<file path="src/hw/rtl/phc_pkg.sv">
// Shared types and constants of the polygon half-plane clip unit.
`default_nettype none
package phc_pkg;
	typedef enum logic [1:0] {
		PH_START = 2'd0,
		PH_IN    = 2'd1,
		PH_OUT   = 2'd2,
		PH_UNUSED = 2'd3
	} phase_t;

	typedef enum logic [3:0] {
		ST_IDLE,
		ST_SIDE_A,
		ST_SIDE_B,
		ST_DECIDE,
		ST_IC_SETUP,
		ST_IC_SIDE_B,
		ST_IC_PREP,
		ST_DIV,
		ST_LERP_X,
		ST_LERP_Y,
		ST_EMIT,
		ST_WAIT
	} state_t;

	typedef enum logic [1:0] {
		EM_NONE   = 2'd0,
		EM_VERTEX = 2'd1,
		EM_IC     = 2'd2,
		EM_MARKER = 2'd3
	} emit_t;

	localparam logic [1:0] REG_START_X = 2'd0;
	localparam logic [1:0] REG_START_Y = 2'd1;
	localparam logic [1:0] REG_END_X   = 2'd2;
	localparam logic [1:0] REG_END_Y   = 2'd3;

	typedef struct packed {
		logic start;
		logic busy;
		logic done;
	} div_ctrl_t;
endpackage
`default_nettype wire

</file>
<file path="src/hw/rtl/phc_div.sv">
// Serial restoring divider producing a FRAC_BITS-bit fraction, one bit per cycle.
`default_nettype none
module phc_div #(
	parameter int W = 66,
	parameter int FRAC_BITS = 16
) (
	input  wire logic clk,
	input  wire logic arst_n,
	input  wire logic start,
	input  wire logic [W-1:0] num,
	input  wire logic [W-1:0] den,
	output phc_pkg::div_ctrl_t ctrl,
	output logic [FRAC_BITS:0] quot
);
	localparam int CNT_W = $clog2(FRAC_BITS + 2);
	logic [W:0] rem_q;
	logic [W-1:0] den_q;
	logic [FRAC_BITS:0] quot_q;
	logic [CNT_W-1:0] cnt_q;
	logic busy_q, done_q;
	logic [W:0] shl;

	assign shl = {rem_q[W-1:0], 1'b0};

	always_ff @(posedge clk or negedge arst_n) begin
		if (!arst_n) begin
			busy_q <= 1'b0;
			done_q <= 1'b0;
			cnt_q <= '0;
		end else begin
			done_q <= 1'b0;
			if (start) begin
				if (den == '0 || num >= den) begin
					done_q <= 1'b1;
				end else if (FRAC_BITS == 0) begin
					done_q <= 1'b1;
				end else begin
					busy_q <= 1'b1;
					cnt_q <= CNT_W'(FRAC_BITS);
				end
			end else if (busy_q) begin
				cnt_q <= cnt_q - 1'b1;
				if (cnt_q == CNT_W'(1)) begin
					busy_q <= 1'b0;
					done_q <= 1'b1;
				end
			end
		end
	end

	always_ff @(posedge clk) begin
		if (start) begin
			rem_q <= {1'b0, num};
			den_q <= den;
			if (den == '0) quot_q <= '0;
			else if (num >= den) quot_q <= (FRAC_BITS+1)'(1) << FRAC_BITS;
			else quot_q <= '0;
		end else if (busy_q) begin
			if (shl >= {1'b0, den_q}) begin
				rem_q <= shl - {1'b0, den_q};
				quot_q <= {quot_q[FRAC_BITS-1:0], 1'b1};
			end else begin
				rem_q <= shl;
				quot_q <= {quot_q[FRAC_BITS-1:0], 1'b0};
			end
		end
	end

	assign ctrl.start = start;
	assign ctrl.busy = busy_q;
	assign ctrl.done = done_q;
	assign quot = quot_q;

	a_busy_done: assert property (@(posedge clk) disable iff (!arst_n)
		!(busy_q && done_q)) else $error("divider busy and done together");
	a_no_restart: assert property (@(posedge clk) disable iff (!arst_n)
		busy_q |-> !start) else $error("divider restarted while busy");
	a_frac: assert property (@(posedge clk) disable iff (!arst_n)
		(busy_q && FRAC_BITS > 0) |-> !quot_q[FRAC_BITS]) else $error("fraction overflow");
endmodule
`default_nettype wire

</file>
<file path="config.mk">
export PLATFORM = sky130hd
export DESIGN_NAME = phc_div
export DESIGN_NICKNAME = d
export VERILOG_FILES = /design/src/hw/rtl/phc_pkg.sv /design/src/hw/rtl/phc_div.sv
export SDC_FILE = /design/constraint.sdc
export NUM_CORES = 1
export LEC_CHECK = 0
export ABC_AREA = 1
export BUFFER_PORTS_ARGS = -buffer_cell sky130_fd_sc_hd__buf_2
export CAP_MARGIN = 20
export CORE_ASPECT_RATIO = 0.8
export CORE_UTILIZATION = 50
export DETAILED_ROUTE_END_ITERATION = 6
export GPL_TIMING_DRIVEN = 0
export PLACE_DENSITY = 0.76
export SKIP_CTS_REPAIR_TIMING = 1
export SLEW_MARGIN = 20
export SYNTH_ARGS = -nofsm -noshare
export SYNTH_HDL_FRONTEND = slang
export SYNTH_SLANG_ARGS = --single-unit
</file>
<file path="constraint.sdc">
create_clock -name clk -period 8 [get_ports clk]
set_input_delay 0.4 -clock clk [delete_from_list [all_inputs] [get_ports clk]]
set_output_delay 0.4 -clock clk [all_outputs]
set_load 0.005 [all_outputs]
</file>
; ---- After elaboration in Yosys (flattened, before gate mapping)
; Index checks and enable logic that the tools add are counted.
[classes]
n_eq_ne = 2
n_mux = 19
reduce_logical = 4
order_cmp = 2
n_addsub = 2
[ops]
columns = cell, count
row1 = $mux 66, 3
row2 = $mux 17, 4
row3 = $ge 67x66->1, 1
row4 = $ge 66x66->1, 1
row5 = $logic_not 66->1, 1
row6 = $sub 66x66->66, 1
row7 = $mux 5, 3
row8 = $mux 1, 9
row9 = $eq 5x1->1 const B, 1
row10 = $sub 5x1->5 const B, 1
row11 = $ne 2x2->1 const B, 1
row12 = $reduce_and 2->1, 1
row13 = $reduce_bool 2->1, 1
row14 = $logic_or 1x1->1, 1
[word_totals]
elab_cells = 35
register_bits = 156
in_bits = 135

; ---- Longest topological paths before layout
; Gate-level depths: netlist of run 1.
[depth]
depth_word = 4
mapped_depth = 19
depth_no_buf = 19

; ---- Worst setup path before layout of run 1
; OpenSTA, ideal clock, no wires.
[synth_timing]
path_type = input -> register
from = in start
to = reg quot_q[0], in the netlist quot[0], enable pin
path_stages = 4
slack_ns = 4.734
arrival_ns = 2.821
setup_time_ns = 0.445
path_cell_list = clkbuf_1 -> clkinv_1 -> clkbuf_1 -> nand2_1
[synth_between]
elab_chain_cells = 1
[synth_rtl]
columns = item, line
row1 = start: declaration, phc_div.sv:9  ; input wire logic start,
row2 = $reduce_bool 2->1 (no source line), n/a
row3 = end signal: assignment, phc_div.sv:56  ; else if (num >= den) quot_q <= (FRAC_BITS+1)'(1) << FRAC_BITS;
row4 = end signal: assignment, phc_div.sv:61  ; quot_q <= {quot_q[FRAC_BITS-1:0], 1'b1};
row5 = end signal: assignment, phc_div.sv:64  ; quot_q <= {quot_q[FRAC_BITS-1:0], 1'b0};
row6 = end: declaration, phc_div.sv:18  ; logic [FRAC_BITS:0] quot_q;
; No other way between the ends.
; A chain may end at the register's enable or synchronous reset.

; ---- Worst setup path in the final report of run 1
[layout_timing]
from = in start
to = reg rem_q[39], enable pin
[layout_between]
elab_chain_cells = 1
[layout_rtl]
columns = item, line
row1 = $reduce_bool 2->1 (no source line), n/a
row2 = end signal: assignment, phc_div.sv:53  ; rem_q <= {1'b0, num};
row3 = end signal: assignment, phc_div.sv:60  ; rem_q <= shl - {1'b0, den_q};
row4 = end signal: assignment, phc_div.sv:63  ; rem_q <= shl;
row5 = end: declaration, phc_div.sv:16  ; logic [W:0] rem_q;
; No other way between the ends.

==> key figures, run 1 <==
Detailed routing
  – Iter 0 DRT Violations: 1408
  – WL final: 54200 um
  – Post-route ant nets: 0
  – Vias per cell: 5.27
  – DR WL/cell: 18.8 um
  – DRT Pass-1 Iters: 6
  – Vias: 15.2k
  – DRC Markers: 0

Setup path
  – R2R Setup Slk: 4.74 ns
  – Crit-path cells: buf_4, buf_12, clkbuf_1, clkinv_1, clkbuf_1, nand2_4, buf_16
  – CP delay by family, top: buffers and inverters
  – Most used cell, CP: clkbuf_1
  – Worst r2r src: rem_q[1]
  – Max stage delay on crit path: 0.60 ns
  – Reg2Reg Depth: 14
  – Worst Path Buf+Inv: 6
  – CP max-delay cell: nand2_4
  – Crit path kind: in2reg
  – R2r endpoint: rem_q[0]
  – CP Launch Type: primary input
  – Worst Path Max Fanout: 46
  – Worst path arrival time: 3.52 ns
  – Worst Path Required: 8.13 ns
  – Critical Path Sink Type: register

Clock network
  – CTS Buffer Depth: 2
  – Clk Latency, worst-skew pair: 0.46 ns
  – Sink Count: 156
  – CTS tree: built
  – CTS clock-pin slew for the worst setup and hold paths: 0.07 ns
  – Cts bufs inserted: 17
  – CTS HTree Levels: 4
  – CTS root buf: clkbuf_16

Floorplanning
  – Die height: 157 um
  – Die area: 0.0307 mm2
  – Die Span X: 196 um
  – IO Count: 155
  – Core Rows: 56
  – Core area: 0.0294 mm2
  – Initial core utilization: 51.0%

STA
  – Fin crit period: 3.39 ns
  – Setup TNS Final: 0 ns
  – Fmax achieved: 0.295 GHz
  – Final setup violation count: 0
  – Slew @ Worst Pin: 0.822 ns
  – Skew final: 0.0138 ns
  – Final Hold Fails: 0
  – Slew Limit Fails: 0
  – Slew headroom: 44.7%
  – RSZ-0062 raised after global routing: false
  – Fin crit share: 42.4%

Worst hold path
  – Min-delay src: den[52]
  – Worst Hold Class: in2reg
  – Hold path depth: 1
  – WHS Endpoint: den_q[52]

Synthesis
  – Post-synth top area share: 29.8%
  – Syn_nets: 2585
  – Ys flop type: edfxtp_1
  – Number of synthesized register bits: 156
  – Post-synth EDFFs: 149
  – Yosys cell types: 39
  – Register area share after synthesis: 31.0%
  – Mapped Cells: 2315
  – Synth warn: 0
  – Synth area leader: edfxtp_1
  – Synth area leaders: edfxtp_1, nand2_1, inv_1
  – Synth async-reset ratio: 4.49%
  – Post-synthesis cell area: 0.0150 mm2
  – Syn avg cell area: 6.48 um2

Power
  – Worst vdd ir: 0.179 mV
  – Seq pwr share: 22.3%
  – Sw Ratio: 52.2%
  – P per Cell Area: 355 mW/mm2
  – Comb pwr share: 64.2%
  – Pleak: 9.64 nW
  – Cell Int Power: 2.86 mW
  – P_sw: 3.12 mW
  – Clock share of power: 13.5%

GRT
  – Initial antenna violation count: 0
  – Global router's overall resource usage: 36.0%
  – Total grt overflow: 0
  – Vias in the first global route: 13.9k
  – Largest net degree at the start of global routing: 47
  – First-pass GRT wire length: 81200 um

Finish
  – Layout cells sized above 1: 9.14%
  – Ant diodes: 0
  – Fin util: 57.3%
  – Nets: 2762
  – Area Overhead vs Synth: 12.5%

Job
  – Number of max-cap violations: 0

Placement
  – Gp weighted congestion: 1.01
  – IO buf count: 154
  – Post-DP HPWL: 45400 um

Status
  – Status: finished clean
layout make-up:
class | instances | area [um2]
clock buffer | 18 | 429
sequential | 156 | 4650
multi-input combinational | 1649 | 8340
inverter | 472 | 1770
fill | 2928 | 12600
tap | 377 | 472
timing repair buffer | 158 | 836
clock inverter | 14 | 126
buffer | 38 | 240
power by group through the flow:
stage | clock network, mW | logic [mW] | registers (mW)
finish | 0.806 | 3.84 | 1.34
global placement | 0 | 3.67 | 1.34
floorplan | 0 | 2.60 | 1.30
detailed placement | 0 | 3.72 | 1.34
CTS | 0.814 | 3.74 | 1.33
global route | 0.839 | 4.25 | 1.36
metal layers:
layer | GRT usage (%) | routed length [um] | share of wire (%)
met1 | 55.8 | 27400 | 50
met3 | 6.06 | 4740 | 8.7
met2 | 51.1 | 21300 | 39
met4 | 8.25 | 797 | 1.5
met5 | 0 | 0 | 0
registers in the layout, indices dropped and copies added, names as in the netlist:
register / count
rem_q: 66
quot: 17
busy_q: 1
den_q: 66
cnt_q: 5
done_q: 1
how the worst max path moves through the flow:
stage	from	to	slack [ns]	cells after the start
after floorplan	start	quot[0]	4.73	4
after global placement	start	rem_q[46]	1.57	5
after detailed placement	start	rem_q[44]	4.21	7
after CTS	start	rem_q[39]	4.71	7
after global routing	start	rem_q[39]	4.54	7
final	start	rem_q[39]	4.61	7
synth_stat cells, types with 2 or more instances:
library cell	instances
xnor2_1	31
nor3_2	2
nor2_4	2
xor2_1	2
nand2_4	2
nor3_1	12
nor2_2	3
o21bai_1	5
nand2_2	5
nor4_1	25
clkbuf_1	15
nand2_1	957
nand3_1	96
buf_1	3
edfxtp_1	149
a21oi_1	85
nand4_1	23
buf_6	8
inv_1	468
o21ai_0	25
buf_2	6
and2_1	2
nor2_1	155
ha_1	134
and3_1	2
nand3b_1	70
o21a_1	3
inv_2	3
dfrtp_1	7
or2_2	2
buf_4	5
kinds of logic (layout without fill, tap and decap cells):
family | count (synthesis) | in the layout | synth area share (%)
flip-flops | 156 | 156 | 31.0
adder cells (fa/ha/maj) | 135 | 135 | 11.3
AO/OA/AOI/OAI | 121 | 121 | 4.20
XOR/XNOR | 33 | 33 | 1.93
AND/OR/NAND/NOR | 1360 | 1360 | 38.1
buffers and inverters | 510 | 700 | 13.4
placed cells by master (no fill, tap or decap), types with 3 or more instances in the layout:
cell	synthesis	layout
nand2_1	957	956
inv_1	468	468
buf_2	6	160
nor2_1	155	155
edfxtp_1	149	149
ha_1	134	134
nand3_1	96	96
a21oi_1	85	85
nand3b_1	70	70
xnor2_1	31	31
o21ai_0	25	25
nor4_1	25	25
nand4_1	23	23
clkbuf_16	0	17
clkbuf_1	15	16
nor3_1	12	12
buf_6	8	8
dfrtp_1	7	7
buf_4	5	6
nand2_2	5	5
o21bai_1	5	5
inv_6	0	5
inv_8	0	4
nor2_2	3	3
inv_2	3	3
nand2_4	2	3
buf_1	3	3
o21a_1	3	3
clkinv_4	0	3
through the flow:
step	power, mW	hold WS, ns	setup WS [ns]	area (um2)	std cells
after floorplan	3.90	0.104	4.73	15000	2315
after detailed placement	5.06	0.245	4.21	16300	2849
after global routing	6.45	0.128	4.54	16900	2882
after global placement	5.01	0.246	1.57	16200	2846
after CTS	5.89	-0.254	4.71	16900	2881
final	5.98	0.132	4.61	16900	2882
Note: power is estimated with default switching activity, not from simulation.
==> run 2: changes to the inputs <==
Clock period 8 ns to 3.55 ns, I/O delays scaled along.
==> run 2 against run 1 <==
  * Power up 130%
  * Die area unchanged
  * Combinational power up 130%
  * Largest power group unchanged
==> key figures, run 2 (same netlist as run 1, synthesis figures left out) <==
Worst hold path
  – Min-delay src: num[10]
  – WHS Endpoint: rem_q[10]
  – Hold path depth: 3
  – Worst Hold Class: in2reg

STA
  – Slew Limit Fails: 0
  – Hold WS: 0.00150 ns
  – Fmax achieved: 0.304 GHz
  – Fin crit period: 3.29 ns
  – Final setup violation count: 0
  – Skew final: 0.0115 ns
  – Setup TNS Final: 0 ns
  – Worst Slack Setup Final: 0.262 ns
  – Fin crit share: 92.6%
  – RSZ-0062 raised after global routing: false
  – Final Hold Fails: 0
  – Slew headroom: 41.6%
  – Slew @ Worst Pin: 0.868 ns

Setup path
  – Worst Path Required: 3.72 ns
  – Worst Path Max Fanout: 10
  – R2r endpoint: rem_q[0]
  – R2R Setup Slk: 0.26 ns
  – Critical Path Sink Type: register
  – Reg2Reg Depth: 14
  – Worst path arrival time: 3.45 ns
  – Crit path kind: reg2reg
  – Worst r2r src: rem_q[1]
  – CP Launch Type: register

Placement
  – IO buf count: 154
  – Gp weighted congestion: 1.01
  – Pre-CTS setup slack: -0.0130 ns
  – Post-DP HPWL: 45400 um
  – Total placed cells including tap cells: 2849
  – Area of placed instances: 0.0163 mm2

GRT
  – Global router's overall resource usage: 36.0%
  – First-pass GRT wire length: 81200 um
  – Largest net degree at the start of global routing: 47
  – Total grt overflow: 0
  – Vias in the first global route: 13.9k
  – Initial antenna violation count: 0

Floorplanning
  – Initial core utilization: 51.0%
  – Core area: 0.0294 mm2
  – Die height: 157 um
  – Core Rows: 56
  – Die area: 0.0307 mm2
  – Die Span X: 196 um
  – IO Count: 155

Status
  – Status: finished clean

Finish
  – Leading cell type in the layout, fill and taps excluded: nand2_1
  – Nets: 2827
  – Area Overhead vs Synth: 16.8%
  – Layout cells sized above 1: 8.91%
  – Final std cells w/o fill: 2947
  – Design Area, Final: 0.0175 mm2
  – Highest-count cells in the layout ignoring fill and taps: nand2_1, inv_1, buf_2
  – Fin util: 59.5%
  – Ant diodes: 0
  – Fillers: 2853

Detailed routing
  – Vias: 15.5k
  – Vias per cell: 5.26
  – DRT Pass-1 Iters: 5
  – DRC Markers: 0
  – Post-route ant nets: 0
  – Iter 0 DRT Violations: 1464
  – DR WL/cell: 18.8 um
  – WL final: 55400 um

Job
  – Number of max-cap violations: 0

Clock network
  – Clk Latency, worst-skew pair: 0.46 ns
  – CTS Buffer Depth: 2
  – Cts bufs inserted: 17
  – CTS tree: built
  – CTS clock-pin slew for the worst setup and hold paths: 0.07 ns
  – CTS root buf: clkbuf_16
  – Sink Count: 156
  – CTS HTree Levels: 4

Power
  – P per Cell Area: 774 mW/mm2
  – Pleak: 9.91 nW
  – Overall Power: 13.6 mW
  – Worst vdd ir: 0.409 mV
run 2: changes by cell type in the layout (fill, tap and decap cells not counted), sizes merged:
cell,before,now
dlygate4sd3,1,66
run 2: how the worst max path moves through the flow:
stage          startpoint   endpoint  slack [ns]  cells past startpoint
6_report         rem_q[1]   rem_q[0]        0.26                     14
5_1_grt          rem_q[1]  rem_q[58]        0.15                     16
4_1_cts          rem_q[1]  rem_q[58]        0.37                     16
3_5_place_dp        start  rem_q[45]       -0.01                      7
3_3_place_gp        start  rem_q[46]       -2.66                      5
2_1_floorplan       start    quot[0]        0.51                      4
run 2: cell type report:
type,count,area (um2),area share (%)
Clock buffer,18,429,2.45
Inverter,472,1770,10.1
Timing Repair Buffer,223,1490,8.49
Sequential cell,156,4650,26.5
Multi-Input combinational cell,1649,8340,47.6
Tap cell,377,472,2.69
Buffer,38,240,1.37
Clock inverter,14,126,0.721
run 2: where the power goes:
part	switching, mW	internal (mW)	total (mW)
Clock	0.892	0.924	1.82
Sequential	0.305	2.71	3.01
Combinational	5.87	2.86	8.73
Total	7.06	6.49	13.6
run 2: worst max-delay path: stages (launching register included):
cell and delay, ns:
edfxtp_1 0.40, ha_1 0.40, nand2_1 0.10, nand2_1 0.09, inv_1 0.06, nand2_1 0.19, nand4_1 0.17, nand3_1 0.28
nand2_1 0.20, nand3_2 0.10, nand2_2 0.17, nand2_4 0.09, nand2_4 0.18, buf_2 0.37, o22ai_1 0.18
run 2: metal layers:
metal | wire length, um | vias up | global-route usage, %
li1 | - | 7655 | -
met3 | 4840 | 42 | 6.06
met2 | 22200 | 616 | 51.1
met4 | 826 | 0 | 8.25
met1 | 27600 | 7201 | 55.8
met5 | 0 | - | 0
